### src/design/ptla_pkg.sv
// shared constants, op codes and types for the page table with lru replacement
// no dependencies
package ptla_pkg;

    localparam int MAX_VPAGES = 1024;
    localparam int MAX_PPAGES = 64;

    localparam int VPN_W   = $clog2(MAX_VPAGES);
    localparam int PPN_W   = $clog2(MAX_PPAGES);
    localparam int LEN_W   = PPN_W + 1;
    localparam int PHYS_W  = 7;
    localparam int VIRT_W  = 11;
    localparam int ADDR_W  = 3;
    localparam int DATA_W  = 32;
    localparam int ENTRY_W = PPN_W + 1;

    localparam logic REG_PHYS = 1'b0;
    localparam logic REG_VIRT = 1'b1;

    localparam logic [1:0] LRU_OP_APPEND = 2'd0;
    localparam logic [1:0] LRU_OP_TOUCH  = 2'd1;
    localparam logic [1:0] LRU_OP_EVICT  = 2'd2;

    typedef struct packed {
        logic [PHYS_W-1:0] nphys;
        logic [VIRT_W-1:0] nvirt;
    } t_cfg;

    typedef struct packed {
        logic             start;
        logic [1:0]       op;
        logic [VPN_W-1:0] vpn;
        logic [LEN_W-1:0] len;
    } t_lru_cmd;

    typedef struct packed {
        logic             done;
        logic [VPN_W-1:0] victim;
    } t_lru_sts;

endpackage

### src/design/ptla_cfg.sv
// configuration registers behind the apb-style port, with range limiting
// depends on ptla_pkg
module ptla_cfg (
    input  logic                           i_clk,
    input  logic                           i_rst_n,
    input  logic                           psel,
    input  logic                           penable,
    input  logic                           pwrite,
    input  logic [ptla_pkg::ADDR_W-1:0]    paddr,
    input  logic [ptla_pkg::DATA_W-1:0]    pwdata,
    output logic [ptla_pkg::DATA_W-1:0]    prdata,
    output logic                           pready,
    output ptla_pkg::t_cfg                 o_cfg
);

    localparam int PW = ptla_pkg::PHYS_W;
    localparam int VW = ptla_pkg::VIRT_W;

    logic [PW-1:0] r_phys_pages;
    logic [VW-1:0] r_virt_pages;
    logic          wr_en;

    assign wr_en  = psel && penable && pwrite;
    assign pready = 1'b1;

    always_ff @(posedge i_clk) begin
        if (!i_rst_n) begin
            r_phys_pages <= PW'(ptla_pkg::MAX_PPAGES);
            r_virt_pages <= VW'(ptla_pkg::MAX_VPAGES);
        end else if (wr_en) begin
            if (paddr[2] == ptla_pkg::REG_PHYS) begin
                r_phys_pages <= pwdata[PW-1:0];
            end else begin
                r_virt_pages <= pwdata[VW-1:0];
            end
        end
    end

    always_comb begin
        if (paddr[2] == ptla_pkg::REG_VIRT) begin
            prdata = ptla_pkg::DATA_W'(r_virt_pages);
        end else begin
            prdata = ptla_pkg::DATA_W'(r_phys_pages);
        end
    end

    always_comb begin
        if (r_phys_pages == '0) begin
            o_cfg.nphys = PW'(1);
        end else if (r_phys_pages > PW'(ptla_pkg::MAX_PPAGES)) begin
            o_cfg.nphys = PW'(ptla_pkg::MAX_PPAGES);
        end else begin
            o_cfg.nphys = r_phys_pages;
        end
        if (r_virt_pages == '0) begin
            o_cfg.nvirt = VW'(1);
        end else if (r_virt_pages > VW'(ptla_pkg::MAX_VPAGES)) begin
            o_cfg.nvirt = VW'(ptla_pkg::MAX_VPAGES);
        end else begin
            o_cfg.nvirt = r_virt_pages;
        end
    end

endmodule

### config.mk
export PLATFORM = sky130hd
export DESIGN_NAME = ptla_cfg
export DESIGN_NICKNAME = d
export VERILOG_FILES = /design/src/design/ptla_pkg.sv /design/src/design/ptla_cfg.sv
export SDC_FILE = /design/constraint.sdc
export NUM_CORES = 1
export LEC_CHECK = 0
export BUFFER_PORTS_ARGS = -buffer_cell sky130_fd_sc_hd__buf_2
export CAP_MARGIN = 20
export CORE_MARGIN = 3
export CORE_UTILIZATION = 43
export DETAILED_ROUTE_END_ITERATION = 10
export GPL_TIMING_DRIVEN = 0
export HOLD_SLACK_MARGIN = 0.15
export PLACE_DENSITY = 0.85
export SLEW_MARGIN = 20
export SYNTH_ARGS = -nofsm -noshare
export SYNTH_HDL_FRONTEND = slang
export SYNTH_SLANG_ARGS = --single-unit
### constraint.sdc
create_clock -name i_clk -period 1.88 [get_ports i_clk]
set_clock_uncertainty 0.05 [all_clocks]
set_input_delay 0.188 -clock i_clk [delete_from_list [all_inputs] [get_ports i_clk]]
set_output_delay 0.188 -clock i_clk [all_outputs]
set_load 0.005 [all_outputs]
# [Word-level counts from Yosys, hierarchy flattened]
# Cells that the tools add are included.
[op_classes] order_cmp=2 muxes=5 bitwise=1 n_reduce_logical=6
[ops] op="$mux 11" n=3
[ops] op="$mux 7" n=2
[ops] op="$gt 11x11->1 const B" n=1
[ops] op="$logic_not 11->1" n=1
[ops] op="$gt 7x7->1 const B" n=1
[ops] op="$logic_not 7->1" n=1
[ops] op="$reduce_and 2->1" n=2
[ops] op="$logic_and 1x1->1" n=2
[ops] op="$not 1->1" n=1
[word_totals] register_bits=18 in_bits=40 out_inout_bits=51 word_cells=16

# [Depth between registers and ports, before layout]
[logic_depth] ltp_word=3 ltp_mapped=4

# [Worst setup path before layout]
# Ideal clock, no wire load.
[synth_path] path_kind="register to output" startpoint="register r_virt_pages[7]" endpoint="output o_cfg[0] in the netlist's numbering" t_arrival_ps=783 setup_slack_ps=859 stages_incl_launch_ff=4 path_cell_list="dfxtp_1 > nor4_1 > a31oi_1 > nor2_1"
[synth_rtl] element="from (decl)" line="ptla_cfg.sv:20" text="logic [VW-1:0] r_virt_pages;"
[synth_rtl] element="from (signal assigned)" line="ptla_cfg.sv:29" text="r_virt_pages <= VW'(ptla_pkg::MAX_VPAGES);"
[synth_rtl] element="from (signal assigned)" line="ptla_cfg.sv:34" text="r_virt_pages <= pwdata[VW-1:0];"
[synth_rtl] element="to (decl)" line="ptla_cfg.sv:13" text="output ptla_pkg::t_cfg o_cfg"

==> flow_summary.yaml <==
min_path:
  hp-class: "primary input to flop"
  min-delay-start: "penable"
routing:
  ant_nets: 0
  drt-initial-drc-count: 38
  wl_per_cell_microns: 11.9
  vias: 1131
  wl_microns: 2930
  drtPass1Iterations: 4
  via_per_inst: 4.58
  drc: 0
timing:
  finalCritPeriodShare_pct: 85.0
  hold_ws_ns: 0.234
  setup_slack_ns: 0.282
  finalCriticalPeriod_ns: 1.60
  grt_setup_unrepaired: "no"
  tns_ns: 0
  max_freq_ghz: 0.626
  drv_slew: 0
  final_hold_viol_count: 0
  setup_viol: 0
clocking:
  path_clk_slew_ns: 0.11
  cts_tree: "yes"
  clockBufferDepth: 2
  cts_sinks: 18
  cts-hold-fix-buffers: 15
  cts_buffers: 3
  clk_latency_ns: 0.30
  post_cts_buffers: 0
  htree_levels: 1
  cts_root_buffer: "clkbuf_4"
  postCtsResizedCells: 0
die:
  initial_core_util_pct: 46.8
  die_y_microns: 58.6
  fp.dieArea_sq_um: 3430
  die_w_microns: 58.6
  core-area_sq_um: 2540
  num_rows: 18
  ioPinCount: 91
synthesis:
  synth_edf_count: 0
  yosys-top-cells-area: "dfxtp_1 (30%), buf_4 (15%), nand3_2 (8.4%)"
  synth_cell_types: 23
  yosys_warnings: 0
  syn_area_sq_um: 1190
  ys_ff_latch: 18
  synthCells: 134
  async_flop_share_pct: 0
  seq_area_frac_synth_pct: 30.3
  yosys.area.top_type: "dfxtp_1"
  postSynthAreaPerCell_sq_um: 8.88
  synth.top_cell.area_share_pct: 30.3
  synth_ff_type: "dfxtp_1"
grt:
  grt_pass1_vias: 1087
  grt_pass1_wl_microns: 4750
  grtUsageTotal_pct: 17.5
  overflow: 0
  grt_antenna_before_repair: 0
  grt_max_degree: 11
final_layout:
  final_nets: 258
  drive_gt1_share_pct: 47.0
  final_cell_mix: "buf_2 (46), buf_4 (23), conb_1 (22), dfxtp_1 (18), dlygate4sd3_1 (15)"
  final_util_pct: 67.2
  antenna_cells: 0
  fin_area_sq_um: 1710
  fin_cells: 247
  final_common_cell: "buf_2"
  area.growth.synth_to_final_pct: 43.6
  nFillCells: 221
flow_run:
  drv_cap: 0
power_and_ir_drop:
  irDropWorstVdd_mv: 0.269
  powerDensity_nw_per_um2: 477
  total_power_mw: 0.816
  p_leak_nw: 0.858
setup_path:
  crit_start: "r_virt_pages[7]$_SDFFE_PN0P_"
  path_max_fanout: 4
  end_kind: "primary output"
  crit_path_start_kind: "flop"
  critical_path_required_ns: 1.64
  cp.arrival_ns: 1.36
  path_class: "flop to primary output"
  crit-reg2reg-launch: "r_virt_pages[10]$_SDFFE_PN1P_"
placed_design:
  hpwl_microns: 2160
  io_buffer_count: 44
  placed_area_sq_um: 1520
  dp_cells: 228
  dp_worst_setup_slack_ns: 0.630
  gp_congestion: 0.778
run_status:
  status: "completed"
cell type report:
cell class,count,area [sq um],area share [%]
repair buffers,59,370,21.7
clock buffers,4,36.3,2.12
plain buffers,32,239,14.0
multi-input cells,104,666,38.9
well taps,30,37.5,2.20
flip-flops and latches,18,360,21.1
final timing paths:
| path | slack (ns) | cells past startpoint | end |
|---|---|---|---|
| worst max-delay path | 0.28 | 4 | o_cfg[0] |
| worst min-delay path | 0.23 | 4 | r_phys_pages[6]$_SDFFE_PN1P_ |
| worst max register to register | 0.81 | 3 | r_virt_pages[10]$_SDFFE_PN1P_ |
| worst min register to register | 0.44 | 2 | r_virt_pages[6]$_SDFFE_PN0P_ |
critical path, cell delays in order, from the launching register on:
cell and delay, ns:
dfxtp_1 0.35, nor4_1 0.34, a31oi_1 0.16, nor2_1 0.10, buf_2 0.11
cells in the mapped netlist (2+ instances only):
| master | count |
|---|---|
| dfxtp_1 | 18 |
| buf_4 | 23 |
| and2_1 | 4 |
| clkbuf_1 | 3 |
| mux2_1 | 4 |
| conb_1 | 2 |
| buf_6 | 4 |
| o21ai_2 | 10 |
| buf_2 | 2 |
| nor2_1 | 4 |
| nand3_2 | 10 |
| o21ai_1 | 6 |
| nand3_1 | 6 |
| nor3_1 | 2 |
| nand2_1 | 12 |
| nor2b_1 | 14 |
| mux2i_1 | 2 |
| mux2_2 | 3 |
layer usage:
| layer | track usage [%] | share of wire (%) | vias up |
|---|---|---|---|
| met5 | 0 | 0 | - |
| met2 | 31.6 | 46 | 53 |
| met1 | 21.3 | 43 | 500 |
| met3 | 2.41 | 9.1 | 6 |
| li1 | - | - | 572 |
| met4 | 5.83 | 1.3 | 0 |
cells by family after synthesis:
logic type,share of synthesized area [%]
buf+inv,20.1
compound gates,10.8
mux,8.31
simple gates,29.9
other cells,0.631
flops,30.3
flip-flops by register name (all words and copies together), names as in the netlist:
register and cells:
r_virt_pages 11, r_phys_pages 7
where the power goes:
group / internal, mW / switching, mW
sequential: 0.390 / 0.00927
clock: 0.118 / 0.127
combinational: 0.0955 / 0.0760
total: 0.603 / 0.212
Power figures use the tool's default switching activity.
