[src/design/ptla_pkg.sv]
// shared constants, op codes and types for the page table with lru replacement
// no dependencies
package ptla_pkg;

    localparam int MAX_VPAGES = 1024;
    localparam int MAX_PPAGES = 64;

    localparam int VPN_W   = $clog2(MAX_VPAGES);
    localparam int PPN_W   = $clog2(MAX_PPAGES);
    localparam int LEN_W   = PPN_W + 1;
    localparam int PHYS_W  = 7;
    localparam int VIRT_W  = 11;
    localparam int ADDR_W  = 3;
    localparam int DATA_W  = 32;
    localparam int ENTRY_W = PPN_W + 1;

    localparam logic REG_PHYS = 1'b0;
    localparam logic REG_VIRT = 1'b1;

    localparam logic [1:0] LRU_OP_APPEND = 2'd0;
    localparam logic [1:0] LRU_OP_TOUCH  = 2'd1;
    localparam logic [1:0] LRU_OP_EVICT  = 2'd2;

    typedef struct packed {
        logic [PHYS_W-1:0] nphys;
        logic [VIRT_W-1:0] nvirt;
    } t_cfg;

    typedef struct packed {
        logic             start;
        logic [1:0]       op;
        logic [VPN_W-1:0] vpn;
        logic [LEN_W-1:0] len;
    } t_lru_cmd;

    typedef struct packed {
        logic             done;
        logic [VPN_W-1:0] victim;
    } t_lru_sts;

endpackage

[src/design/ptla_lru.sv]
// lru order list memory and the walker that searches and compacts it
// each entry is read in L_RD, then compared and moved in L_EX; depends on ptla_pkg
module ptla_lru (
    input  logic                i_clk,
    input  logic                i_rst_n,
    input  ptla_pkg::t_lru_cmd  i_cmd,
    output ptla_pkg::t_lru_sts  o_sts
);

    localparam int IW = ptla_pkg::PPN_W;
    localparam int LW = ptla_pkg::LEN_W;
    localparam int VW = ptla_pkg::VPN_W;

    localparam logic [1:0] L_IDLE = 2'd0;
    localparam logic [1:0] L_RD   = 2'd1;
    localparam logic [1:0] L_EX   = 2'd2;
    localparam logic [1:0] L_END  = 2'd3;

    logic [VW-1:0] r_mem [ptla_pkg::MAX_PPAGES];
    logic [VW-1:0] r_rdata;
    logic [1:0]    r_state;
    logic [1:0]    n_state;
    logic [IW-1:0] r_idx;
    logic [LW-1:0] r_len;
    logic [VW-1:0] r_vpn;
    logic [VW-1:0] r_victim;
    logic          r_evict;
    logic          r_found;
    logic          r_done;
    logic          match;
    logic          last;
    logic          we;
    logic [IW-1:0] waddr;
    logic [VW-1:0] wdata;

    assign match = r_evict ? (r_idx == '0) : (!r_found && (r_rdata == r_vpn));
    assign last  = (LW'(r_idx) + LW'(1)) == r_len;

    always_comb begin
        we    = 1'b0;
        waddr = r_idx - IW'(1);
        wdata = r_rdata;
        case (r_state)
            L_IDLE: begin
                if (i_cmd.start && i_cmd.op == ptla_pkg::LRU_OP_APPEND) begin
                    we    = 1'b1;
                    waddr = i_cmd.len[IW-1:0];
                    wdata = i_cmd.vpn;
                end
            end
            L_EX: begin
                we = r_found;
            end
            L_END: begin
                we    = r_found;
                waddr = IW'(r_len - LW'(1));
                wdata = r_vpn;
            end
            default: begin
                we = 1'b0;
            end
        endcase
    end

    always_ff @(posedge i_clk) begin
        if (we) begin
            r_mem[waddr] <= wdata;
        end
        r_rdata <= r_mem[r_idx];
    end

    always_comb begin
        n_state = r_state;
        case (r_state)
            L_IDLE: begin
                if (i_cmd.start && i_cmd.op != ptla_pkg::LRU_OP_APPEND) begin
                    n_state = (i_cmd.len == '0) ? L_END : L_RD;
                end
            end
            L_RD:    n_state = L_EX;
            L_EX:    n_state = last ? L_END : L_RD;
            L_END:   n_state = L_IDLE;
            default: n_state = L_IDLE;
        endcase
    end

    always_ff @(posedge i_clk) begin
        if (!i_rst_n) begin
            r_state <= L_IDLE;
            r_done  <= 1'b0;
            r_found <= 1'b0;
        end else begin
            r_state <= n_state;
            r_done  <= (r_state == L_END) ||
                       (r_state == L_IDLE && i_cmd.start &&
                        i_cmd.op == ptla_pkg::LRU_OP_APPEND);
            if (r_state == L_IDLE) begin
                r_found <= 1'b0;
            end else if (r_state == L_EX) begin
                r_found <= r_found || match;
            end
        end
    end

    always_ff @(posedge i_clk) begin
        if (r_state == L_IDLE) begin
            r_idx   <= '0;
            r_len   <= i_cmd.len;
            r_vpn   <= i_cmd.vpn;
            r_evict <= (i_cmd.op == ptla_pkg::LRU_OP_EVICT);
        end else if (r_state == L_EX) begin
            r_idx <= r_idx + IW'(1);
            if (r_evict && r_idx == '0) begin
                r_victim <= r_rdata;
            end
        end
    end

    assign o_sts.done   = r_done;
    assign o_sts.victim = r_victim;

endmodule

[config.mk]
export PLATFORM = sky130hd
export DESIGN_NAME = ptla_lru
export DESIGN_NICKNAME = d
export VERILOG_FILES = /design/src/design/ptla_pkg.sv /design/src/design/ptla_lru.sv
export SDC_FILE = /design/constraint.sdc
export NUM_CORES = 1
export LEC_CHECK = 0
export BUFFER_PORTS_ARGS = -buffer_cell sky130_fd_sc_hd__buf_4
export CAP_MARGIN = 30
export CORE_ASPECT_RATIO = 0.8
export CORE_MARGIN = 2
export CORE_UTILIZATION = 30
export CTS_CLUSTER_SIZE = 30
export DETAILED_ROUTE_END_ITERATION = 8
export REMOVE_ABC_BUFFERS = 1
export SLEW_MARGIN = 20
export SYNTH_ARGS = -nofsm -noshare
export SYNTH_HDL_FRONTEND = slang
export SYNTH_SLANG_ARGS = --single-unit
[constraint.sdc]
create_clock -name i_clk -period 15.3 [get_ports i_clk]
set_input_delay 0.765 -clock i_clk [delete_from_list [all_inputs] [get_ports i_clk]]
set_output_delay 0.765 -clock i_clk [all_outputs]
set_load 0.02 [all_outputs]
### Word-level counts from Yosys, hierarchy flattened

Memories as Yosys holds them, arrays and structs flattened. A register that Yosys moved wholly into a read port is not among the register bits.
Index checks and enable logic that the tools add are counted.

* equality and inequality tests: 7
* bitwise operators: 2
* multiplexer cells: 13
* add/sub/neg operators: 4
* reductions and logical operators: 17

Operators with widths (count)
* case mux 10 bit (2 select lines): 1
* case mux 6 bit (2 select lines): 1
* subtractor 6 x 1 -> 6 bit (second input constant): 2
* equality test 10 bit: 1
* two-way mux 10 bit: 1
* case mux 2 bit (4 select lines): 1
* adder 6 x 1 -> 7 bit (second input constant): 1
* equality test 7 bit: 1
* logical NOT 7 bit: 1
* adder 6 x 1 -> 6 bit (second input constant): 1
* equality test 2 bit (second input constant): 3
* logical AND 1 bit: 6
* logical NOT 6 bit: 1
* two-way mux 2 bit: 3
* two-way mux 6 bit: 1
* logical NOT 2 bit: 2
* two-way mux 1 bit: 4
* OR reduction 2 bit: 2
* AND reduction 3 bit: 1
* equality test 2 x 1 -> 1 bit (second input constant): 1
* logical OR 1 bit: 2
* inequality test 2 bit (second input constant): 1
* NOT 1 bit: 2
* case mux 1 bit (2 select lines): 1
* 2 further kinds: 2

* memories: 1
* output and inout port bits: 11
* bits in writable memories: 640
* bits of input ports: 22
* word-level logic and storage cells: 52
* flip-flop bits (word level): 38

Memory list
* r_mem: words 64, bits a word 10, rd ports 1, clocked after Yosys merged registers in 1, write ports 1, line ptla_lru.sv:19 `logic [VW-1:0] r_mem [ptla_pkg::MAX_PPAGES];`

### Depth between registers and ports, before layout

Gate-level depths: netlist (run 1).

* depth in word-level cells: 6
* depth in mapped cells: 11
* depth with buffers taken out: 7

### Least setup slack after synthesis (run 1)

Ideal clock, no wire load.

* path kind: reg2reg
* from: reg r_state[0]
* to: mem r_mem[0][0] (netlist bit), data pin
* clock period less this slack: 4.907 ns
* data arrival time: 4.206 ns
* cell stages (with the launch flop): 8
* setup slack: 10.393 ns
* library setup time: 0.702 ns
* path buffers: 1
* required time: 14.598 ns
* cell sequence: dfxtp_1 -> inv_1 -> ha_1 -> inv_1 -> nor2_1 -> clkbuf_1 -> a22oi_1 -> o21ai_0

* longest elaborated chain between the ends: 2
* elaborated cells on any way between the ends: 3
* classes of those cells: 1 x eq/ne; 1 x mux; 1 x reduce/logical

RTL lines
* start, declared: line ptla_lru.sv:21 `logic [1:0] r_state;`
* start signal, assigned: line ptla_lru.sv:93 `r_state <= n_state;`
* equality test 2 bit / logical NOT 2 bit (equally long branches): line ptla_lru.sv:43 `case (r_state)`
* case mux 10 bit (2 select lines) *: line ptla_lru.sv:43
* net wdata[0]: line ptla_lru.sv:34 `logic [VW-1:0] wdata;`
* end, declared: line ptla_lru.sv:19

The timed path passes the listed nets; every way through them passes the cells marked *.

### Worst setup path in the final report (run 1)

* from: reg r_idx[0]
* to: mem r_mem[45][1] (netlist bit) (enable)

* longest elaborated chain between the ends: 3

RTL lines
* start, declared: line ptla_lru.sv:23 `logic [IW-1:0] r_idx;`
* start signal, assigned: line ptla_lru.sv:112 `r_idx <= r_idx + IW'(1);`
* subtractor 6 x 1 -> 6 bit *: line ptla_lru.sv:41 `waddr = r_idx - IW'(1);`
* two-way mux 6 bit: line ptla_lru.sv:45 `if (i_cmd.start && i_cmd.op == ptla_pkg::LRU_OP_APPEND) begin`
* case mux 6 bit (2 select lines) *: line ptla_lru.sv:43

Mark *: on every way between the ends. The rest lies on a longest branch, timed or not.

==> results of run 1 <==
## worst max path at each step
stage | from | end | slack (ps) | cells past startpoint
2_1_floorplan | r_idx[0]$_SDFFE_PP0P_ | r_mem[10][0]$_DFFE_PP_ | 4290 | 7
3_3_place_gp | r_state[0]$_SDFFE_PN0P_ | r_mem[39][1]$_DFFE_PP_ | 10810 | 6
3_5_place_dp | r_state[0]$_SDFFE_PN0P_ | r_mem[45][1]$_DFFE_PP_ | 11020 | 6
4_1_cts | r_state[0]$_SDFFE_PN0P_ | r_mem[45][1]$_DFFE_PP_ | 10990 | 6
5_1_grt | r_idx[0]$_SDFFE_PP0P_ | r_mem[45][9]$_DFFE_PP_ | 10940 | 7
6_report | r_idx[0]$_SDFFE_PP0P_ | r_mem[45][1]$_DFFE_PP_ | 11220 | 7
## per-stage QoR
| stage | hold slack, ps | instance area [um^2] | setup WS [ps] |
|---|---|---|---|
| 2_1_floorplan | 449 | 26900 | 4290 |
| 3_3_place_gp | 507 | 29500 | 10810 |
| 3_5_place_dp | 495 | 29500 | 11020 |
| 4_1_cts | 315 | 31600 | 10990 |
| 5_1_grt | 327 | 31600 | 10940 |
| 6_report | 358 | 31600 | 11220 |
## power breakdown
group | leakage (nW) | internal, mW | switching (mW)
clock | 1.02 | 0.933 | 0.676
sequential | 6.24 | 2.33 | 0.0363
combinational | 2.26 | 0.208 | 0.563
## routing by layer
layer / part of all wire [%] / up-vias / GRT usage (%)
met3: 9.8 / 98 / 3.86
met4: 1.9 / 0 / 3.41
met1: 44 / 7450 / 21.3
li1: - / 6020 / -
met5: 0 / - / 0
met2: 44 / 670 / 21.2
## cells in the final DEF, fill, tap and decap left out, drive strengths merged, types with 4 or more instances in the layout
cell / Yosys / final
edfxtp: 668 / 668
mux4: 129 / 129
buf: 54 / 126
clkbuf: 29 / 89
mux2i: 74 / 74
nor3: 68 / 68
nand2: 39 / 39
nor2: 33 / 33
o21ai: 27 / 27
a22oi: 25 / 25
a21oi: 20 / 20
dfxtp: 20 / 20
clkinv: 1 / 20
o221ai: 17 / 17
nand3: 16 / 16
xnor2: 14 / 14
xor2: 12 / 12
inv: 10 / 11
nand4: 10 / 10
o22ai: 9 / 9
mux2: 9 / 9
a211oi: 9 / 9
a221oi: 9 / 9
ha: 8 / 8
a22o: 7 / 7
a21o: 5 / 5
nand2b: 5 / 5
a31oi: 5 / 5
a221o: 5 / 5
nor2b: 5 / 5
and2: 4 / 4
nor3b: 4 / 4
bufinv: 0 / 4
a2111oi: 4 / 4
## state kept, by name (all words and copies together) (netlist names)
signal / cells
r_len: 7
r_vpn: 10
r_done: 1
r_state: 2
r_mem: 640
r_victim: 10
r_idx: 6
r_evict: 1
r_found: 1
r_rdata: 10
## cells by family after synthesis
logic type | after synthesis | synth area share [%]
xor+xnor | 26 | 0.832
buf+inv | 94 | 1.91
flops | 688 | 74.7
mux | 212 | 13.7
compound gates | 165 | 4.55
fa+ha+maj | 8 | 0.366
simple gates | 207 | 3.92
## synth_stat cells, types with 20 or more instances
master / instances / area, um^2
a22oi_1: 25 / 188
a21oi_1: 20 / 100
edfxtp_1: 668 / 20100
nor3_1: 65 / 325
clkbuf_1: 29 / 109
mux4_2: 129 / 2910
buf_2: 24 / 120
nand2_1: 39 / 146
o21ai_0: 24 / 120
mux2i_1: 74 / 741
nor2_1: 31 / 116
dfxtp_1: 20 / 400
## cell type report
type	count	area share (%)
flip-flops and latches	688	64.7
multi-input cells	618	20.6
clock buffers	89	5.96
well taps	1212	4.79
repair buffers	126	3.08
clock inverters	26	0.716
inverters	11	0.131
==> impl_metrics.csv, run 1 <==
group,metric,value,unit
sta,finalCritPeriodShare,26.7,%
routing,first_pass_iters,5,
critical_path,r2r_end,"r_mem[45][1]$_DFFE_PP_",
placed_design,routabilityCongestion,0.858,
floorplanning,start_util,30.1,%
sta,setup_viol,0,
worst_hold_path,min_to,"r_vpn[2]$_DFFE_PP_",
synthesis,synth-async-reset-ratio,0,%
finish,regArea,0.0205,mm^2
critical_path,path_cells,"clkinv_1 -> ha_1 -> nor3b_1 -> xor2_1 -> a2bb2oi_1 -> nand3_1 -> nor3_2",
floorplanning,die-area,0.0937,mm^2
grt,antenna_found_initial,0,
power,ir_worst_vdd,90.9,uV
clock_network,numCtsBuffers,69,
sta,skew,23.4,ps
clock_network,max-clock-path-buffers,3,
grt,grt_pass1_vias,14161,
critical_path,cp_max_fo,25,
sta,min_period,4080,ps
routing,viasPerCell,5.14,
clock_network,clk_latency,610,ps
synthesis,synth_edf_count,668,
synthesis,ys.warnings.count,0,
clock_network,cts_root_buffer,"clkbuf_16",
worst_hold_path,hold_start,"i_cmd[9]",
critical_path,crit_path_top_delay_cell,"nor3_2",
grt,gr-total-overflow,0,
placed_design,placed_cells,2651,
routing,drcViolationCount,0,
placed_design,hpwl,41500,um
critical_path,path_buf_inv,1,
floorplanning,num_rows,99,
synthesis,avgSynthCellArea,19.6,um^2
finish,final_core_utilization,34.8,%
routing,wirelength,68100,um
routing,ant_nets,0,
worst_hold_path,min_path_type,"input pin to flop",
floorplanning,die_y,274,um
critical_path,path_delay_family,"simple AND/OR/NAND/NOR gates",
finish,drive_above_1_share,24.5,%
sta,tns,0,ps
synthesis,syn_area,0.0274,mm^2
floorplanning,die_x,342,um
critical_path,critPathMaxStageDelay,900,ps
worst_hold_path,hold_depth,1,
power,p_leak,9.52,nW
power,power_density,150,mW/mm^2
sta,relSlewSlack,35.6,%
grt,track_usage,14.5,%
synthesis,synth_seq_area_share,74.7,%
finish,synthToLayoutAreaGrowth,15.6,%
clock_network,cts_tree,"yes",
grt,grt_pass1_wl,99100,um
finish,instances_no_fill,2770,
clock_network,cts_sinks,688,
sta,rsz0062_at_grt,"false",
placed_design,port_buffers,32,
finish,multi_input_area,0.00652,mm^2
job,max-cap-violations,0,
outcome,status,"finished clean",
critical_path,worstPathRequired,15520,ps
sta,slew_viol_final,0,
finish,fillCellCount,8428,
finish,diodes,0,
clock_network,path_clk_slew,60,ps
synthesis,ys_ff_latch,688,
critical_path,reg2regPathDepth,7,
routing,vias,14238,
floorplanning,io_pins,33,
clock_network,h-tree-depth,3,
synthesis,yosysUniqueCellTypes,70,
sta,max_freq,245,MHz
clock_network,post_cts_buffers,0,
clock_network,ctsHoldBuffers,0,
critical_path,crit_type,"flop to flop",
floorplanning,core,0.0908,mm^2
critical_path,r2r_start,"r_idx[0]$_SDFFE_PP0P_",
critical_path,critPathCaptureType,"flop",
finish,nets,1544,
power,finalPower,4.74,mW
sta,hold_violations,0,
critical_path,worstSetupStartpointType,"flop",
critical_path,worstPathArrival,4310,ps
synthesis,syn_inst,1400,
synthesis,synth-main-ff-cell,"edfxtp_1",
routing,drt_iter0_markers,1642,
clock_network,cts_resized,0,
critical_path,reg2reg_slack,11220,ps
grt,grt_start_max_net_pins,118,
routing,wl_per_cell,24.6,um
sta,tightest_slew,966,ps
No activity file was read; power rests on OpenSTA's default activity.
==> inputs of run 2 (changes only) <==
- ABC_AREA: not set -> 1
- clock period: 15.3 -> 3.55 ns (I/O delays scaled with it)
==> run 2 against run 1 <==
Setup slack got worse by 11000 ps. Worst hold slack got worse by 270 ps. Register-to-register slack got worse by 11000 ps. Sequential share of layout area decreased by 1.5 points. Critical path type unchanged. Largest power group unchanged. Critical endpoint is now r_mem[20][5]$_DFFE_PP_. Die area increased by 1.5%.
==> impl_metrics.csv, run 2 <==
group,metric,value,unit
synthesis,synth-async-reset-ratio,0,%
power,power_density,584,mW/mm^2
clock_network,cts_root_buffer,"clkbuf_16",
finish,multi_input_area,0.00664,mm^2
finish,final_common_cell,"edfxtp_1",
synthesis,ys.warnings.count,0,
routing,drt_iter0_markers,2526,
critical_path,r2r_start,"r_state[1]$_SDFFE_PN0P_",
synthesis,ys_ff_latch,688,
sta,setup_viol,0,
power,p_leak,10.7,nW
routing,first_pass_iters,6,
clock_network,cts_sinks,688,
clock_network,h-tree-depth,2,
power,ir_worst_vdd,433,uV
floorplanning,core,0.0915,mm^2
synthesis,ys_top_cells_by_count,"edfxtp_1, nor2_1, o21ai_0",
placed_design,routabilityCongestion,0.865,
routing,drcViolationCount,0,
placed_design,hpwl,45400,um
routing,viasPerCell,5.11,
finish,diodes,0,
floorplanning,die_y,276,um
sta,slew_viol_final,0,
sta,hold_violations,0,
worst_hold_path,hold_depth,6,
floorplanning,die_x,344,um
finish,instances_no_fill,3583,
synthesis,syn_inst,2232,
outcome,status,"finished clean",
critical_path,crit_type,"flop to flop",
worst_hold_path,min_to,"r_done$_SDFF_PN0_",
floorplanning,num_rows,99,
grt,grt_pass1_vias,17192,
finish,drive_above_1_share,12.2,%
clock_network,numCtsBuffers,61,
finish,largest_register_ffs,640,
critical_path,r2r_end,"r_mem[20][5]$_DFFE_PP_",
clock_network,max-clock-path-buffers,3,
critical_path,reg2regPathDepth,12,
finish,final_core_utilization,35.4,%
synthesis,synth_seq_area_share,73.6,%
clock_network,cts_resized,0,
placed_design,placed_cells,3445,
sta,tightest_slew,1030,ps
sta,finalCritPeriodShare,86.9,%
finish,synthToLayoutAreaGrowth,16.4,%
critical_path,worstPathRequired,3890,ps
job,max-cap-violations,0,
worst_hold_path,hold_start,"i_cmd[18]",
finish,regArea,0.0205,mm^2
synthesis,synth-main-ff-cell,"edfxtp_1",
sta,relSlewSlack,31.3,%
finish,fillCellCount,8830,
clock_network,post_cts_buffers,0,
worst_hold_path,min_path_type,"input pin to flop",
floorplanning,die-area,0.0951,mm^2
placed_design,postPlaceCellArea,0.0301,mm^2
synthesis,synth_edf_count,668,
clock_network,clk_latency,670,ps
clock_network,path_clk_slew,70,ps
synthesis,post-synth-top-count-cell,"edfxtp_1",
critical_path,critPathCaptureType,"flop",
sta,rsz0062_at_grt,"false",
synthesis,syn_area,0.0278,mm^2
critical_path,cp_max_fo,11,
sta,max_freq,324,MHz
clock_network,cts_tree,"yes",
sta,skew,51.2,ps
grt,track_usage,15.8,%
grt,gr-total-overflow,0,
grt,antenna_found_initial,1,
finish,final_cell_area,0.0324,mm^2
finish,largest-register,"r_mem",
synthesis,synthTopCellsByArea,"edfxtp_1, o21ai_0, nor2_1",
clock_network,ctsHoldBuffers,22,
synthesis,yosysUniqueCellTypes,39,
routing,ant_nets,0,
floorplanning,start_util,30.4,%
floorplanning,io_pins,33,
grt,grt_pass1_wl,114000,um
routing,wl_per_cell,21.5,um
routing,wirelength,77100,um
synthesis,avgSynthCellArea,12.5,um^2
finish,layout_common_cells,"edfxtp_1, nor2_1, o21ai_0",
synthesis,synth_top_area_share,72.2,%
synthesis,synth_area_leader_cell,"edfxtp_1",
critical_path,worstPathArrival,3420,ps
finish,nets,2348,
routing,vias,18302,
placed_design,port_buffers,32,
critical_path,reg2reg_slack,460,ps
grt,grt_start_max_net_pins,212,
sta,min_period,3090,ps
critical_path,worstSetupStartpointType,"flop",
run 2: worst max-delay path by stage:
stage,from,endpoint,slack [ps],cells after the start
after global placement,r_state[0]$_SDFFE_PN0P_,r_mem[40][6]$_DFFE_PP_,500,12
final,r_state[1]$_SDFFE_PN0P_,r_mem[20][5]$_DFFE_PP_,460,12
after detailed placement,r_state[1]$_SDFFE_PN0P_,r_mem[20][0]$_DFFE_PP_,570,12
after global routing,r_state[0]$_SDFFE_PN0P_,r_mem[53][9]$_DFFE_PP_,340,11
after CTS,r_state[1]$_SDFFE_PN0P_,r_mem[20][0]$_DFFE_PP_,540,12
after floorplan,r_idx[0]$_SDFFE_PP0P_,r_mem[52][0]$_DFFE_PP_,-8770,7
run 2: logic make-up (layout without fill, tap and decap cells):
group	count (synthesis)	count (layout)	synth area share, %
adder cells (fa/ha/maj)	8	8	0.360
flip-flops	688	688	73.6
buffers and inverters	191	330	2.82
AND/OR/NAND/NOR	813	813	12.1
AO/OA/AOI/OAI	521	521	10.7
XOR/XNOR	11	11	0.396
run 2: stage by stage:
step | setup slack [ps] | total power, mW | hold slack [ps] | TNS, ps
finish | 464 | 18.9 | 91.2 | 0
global route | 344 | 19.5 | 108 | 0
CTS | 539 | 19.0 | 42.4 | 0
detailed placement | 570 | 12.2 | 369 | 0
global placement | 495 | 12.2 | 369 | 0
floorplan | -8770 | 11.1 | 276 | -6088330
run 2: where the power goes:
part | switching [mW] | total (mW) | internal [mW]
Sequential | 0.0816 | 9.68 | 9.60
Clock | 3.05 | 6.88 | 3.83
Combinational | 1.84 | 2.36 | 0.516
Total | 4.97 | 18.9 | 13.9
run 2: metal layers:
layer	vias to the layer above	wire length (um)	GRT usage, %
li1	8349	-	-
met1	9066	35100	23.9
met2	772	32900	22.4
met3	113	7360	4.06
met4	2	1730	3.85
met5	-	11	0
run 2: final cells by class:
| cell class | count | share of cell area [%] |
|---|---|---|
| flip-flops and latches | 688 | 63.2 |
| multi-input cells | 1353 | 20.5 |
| clock buffers | 66 | 4.77 |
| well taps | 1212 | 4.68 |
| repair buffers | 166 | 4.58 |
| clock inverters | 50 | 1.62 |
| inverters | 48 | 0.584 |
run 2: critical path, cell delays in order, from the launching register on:
cell and delay [ps]:
dfxtp_1 430, inv_1 100, ha_1 210, inv_2 120, nor2_2 70, nor2_4 100
inv_2 100, nand2_1 70, nand2_1 190, inv_1 420, nand3_2 300, nor2_1 390
buf_4 260
==> inputs of run 3 (changes only) <==
- clock period: 3.55 -> 4 ns (I/O delays scaled with it)
==> run 3 against run 2 <==
Largest cell class unchanged. Critical endpoint is now r_mem[21][5]$_DFFE_PP_. Fmax fell by 13%. Final area fell by 0.92%. Count of clock-buffer cells in the layout rose by 26. Largest power group unchanged. Combinational power fell by 12%. Final cell count fell by 0.59%. Clock power fell by 14%. Highest routed layer unchanged. Via count rose by 0.28%. Register-to-register slack got worse by 20 ps. Global-route usage rose by 0.12 points. Flip-flop and latch count did not move. Critical path depth fell by 1.
==> impl_metrics.csv, run 3 (synthesis results as in run 2) <==
group,metric,value,unit
outcome,status,"finished clean",
grt,grt_pass1_vias,17323,
job,max-cap-violations,0,
placed_design,hpwl,45900,um
floorplanning,die_y,276,um
grt,use_met1,24.2,%
sta,finalCritPeriodShare,88.9,%
critical_path,reg2reg_slack,440,ps
placed_design,routabilityCongestion,0.896,
sta,slew_viol_final,0,
sta,max_freq,281,MHz
power,seqPwrFrac,51.8,%
routing,wl_per_cell,21.6,um
floorplanning,core,0.0915,mm^2
sta,hold_violations,0,
critical_path,crit_type,"flop to flop",
grt,use_met2,22.4,%
finish,drive_above_1_share,10.7,%
routing,drt_iter0_markers,2785,
sta,rsz0062_at_grt,"false",
critical_path,reg2regPathDepth,11,
grt,track_usage,15.9,%
clock_network,post_cts_buffers,0,
clock_network,cts_sinks,688,
power,ir_worst_vdd,373,uV
grt,grt_pass1_wl,114000,um
finish,final_core_utilization,35.0,%
clock_network,cts_tree,"yes",
finish,diodes,0,
placed_design,placed_cells,3418,
worst_hold_path,min_path_type,"input pin to flop",
sta,skew,20.2,ps
clock_network,numCtsBuffers,66,
sta,finalWorstSetupSlack,442,ps
critical_path,worstSetupStartpointType,"flop",
clock_network,path_clk_slew,60,ps
sta,setup_viol,0,
finish,nets,2328,
finish,layout_common_cells,"edfxtp_1, nor2_1, o21ai_0",
floorplanning,die_x,344,um
power,p_sw,4.37,mW
grt,grt_util_met3,4.28,%
finish,largest-register,"r_mem",
critical_path,crit_start,"r_state[0]$_SDFFE_PN0P_",
critical_path,r2r_start,"r_state[0]$_SDFFE_PN0P_",
worst_hold_path,hold_depth,6,
clock_network,max-clock-path-buffers,3,
finish,instances_no_fill,3562,
routing,ant_nets,0,
finish,final_common_cell,"edfxtp_1",
critical_path,cp-endpoint,"r_mem[21][5]$_DFFE_PP_",
power,combPwrFrac,12.6,%
power,power_density,517,mW/mm^2
power,p_leak,10.5,nW
clock_network,h-tree-depth,3,
grt,gr-total-overflow,0,
clock_network,cts_root_buffer,"clkbuf_16",
finish,largest_register_ffs,640,
power,swShare,26.3,%
finish,synthToLayoutAreaGrowth,15.4,%
sta,min_period,3560,ps
clock_network,ctsHoldBuffers,21,
power,clkPwrFrac,35.6,%
placed_design,pre_cts_slack,542,ps
floorplanning,start_util,30.4,%
sta,tightest_slew,1050,ps
power,finalPower,16.6,mW
critical_path,cp_max_fo,10,
floorplanning,num_rows,99,
floorplanning,die-area,0.0951,mm^2
clock_network,cts_resized,0,
placed_design,port_buffers,32,
critical_path,worstPathRequired,4220,ps
clock_network,clk_latency,610,ps
routing,first_pass_iters,6,
sta,tns,0,ps
critical_path,worstPathArrival,3780,ps
floorplanning,io_pins,33,
routing,wirelength,77100,um
routing,vias,18354,
power,p_int,12.2,mW
sta,relSlewSlack,30.3,%
grt,grt_start_max_net_pins,222,
routing,drcViolationCount,0,
grt,antenna_found_initial,1,
critical_path,r2r_end,"r_mem[21][5]$_DFFE_PP_",
grt,busiest_layer,"met1",
routing,viasPerCell,5.15,
critical_path,critPathCaptureType,"flop",
-- run 3: cell count changes in the layout (fill, tap and decap cells not counted), sizes merged --
cell         previous run  this run
buf                   144       120
bufinv                  9         1
clkbuf                 66        92
clkinv                 36        23
clkinvlp                4         2
dlygate4sd3            22        21
inv                    49        50
-- run 3: worst max-delay path: stages, from the launching register on --
cell	delay, ps
dfxtp_1	390
inv_1	110
ha_1	230
inv_2	110
nor2_2	80
nor2_4	370
inv_2	200
nand2_1	90
nand2_1	110
a21oi_1	190
nand2_1	440
nor2_1	840
-- run 3: worst min-delay path by stage --
stage / start / end
after global placement: i_cmd[6] / r_len[6]$_DFFE_PP_
after detailed placement: i_cmd[7] / r_vpn[0]$_DFFE_PP_
after CTS: i_cmd[19] / r_state[1]$_SDFFE_PN0P_
after global routing: i_cmd[19] / r_state[1]$_SDFFE_PN0P_
after floorplan: i_cmd[0] / r_len[0]$_DFFE_PP_
final: i_cmd[19] / r_state[1]$_SDFFE_PN0P_
-- run 3: layout make-up --
| class | count | area [um^2] |
|---|---|---|
| Fill cell | 8845 | 59500 |
| Clock buffer | 92 | 1810 |
| Timing Repair Buffer | 141 | 1250 |
| Sequential cell | 688 | 20500 |
| Tap cell | 1212 | 1520 |
| Multi-Input combinational cell | 1353 | 6640 |
| Inverter | 48 | 189 |
| Clock inverter | 28 | 194 |
-- run 3: routing by layer --
metal	up-vias	part of all wire [%]
met5	-	0.0091
met4	2	2.0
met3	110	11
met2	880	42
met1	9052	45
li1	8310	-
-- run 3: power by group through the flow --
| stage | combinational [mW] | sequential, mW | clock (mW) |
|---|---|---|---|
| after floorplan | 0.970 | 8.84 | 0 |
| after global placement | 1.99 | 8.75 | 0 |
| after detailed placement | 2.02 | 8.75 | 0 |
| after CTS | 2.04 | 8.60 | 6.01 |
| after global routing | 2.23 | 8.60 | 6.28 |
| final | 2.08 | 8.60 | 5.91 |
-- run 3: through the flow --
stage | hold slack [ps] | instance area, um^2
after floorplan | 299 | 27200
after global placement | 391 | 29700
after detailed placement | 392 | 29800
after CTS | 10.5 | 32000
after global routing | 87.8 | 32100
final | 40.6 | 32100
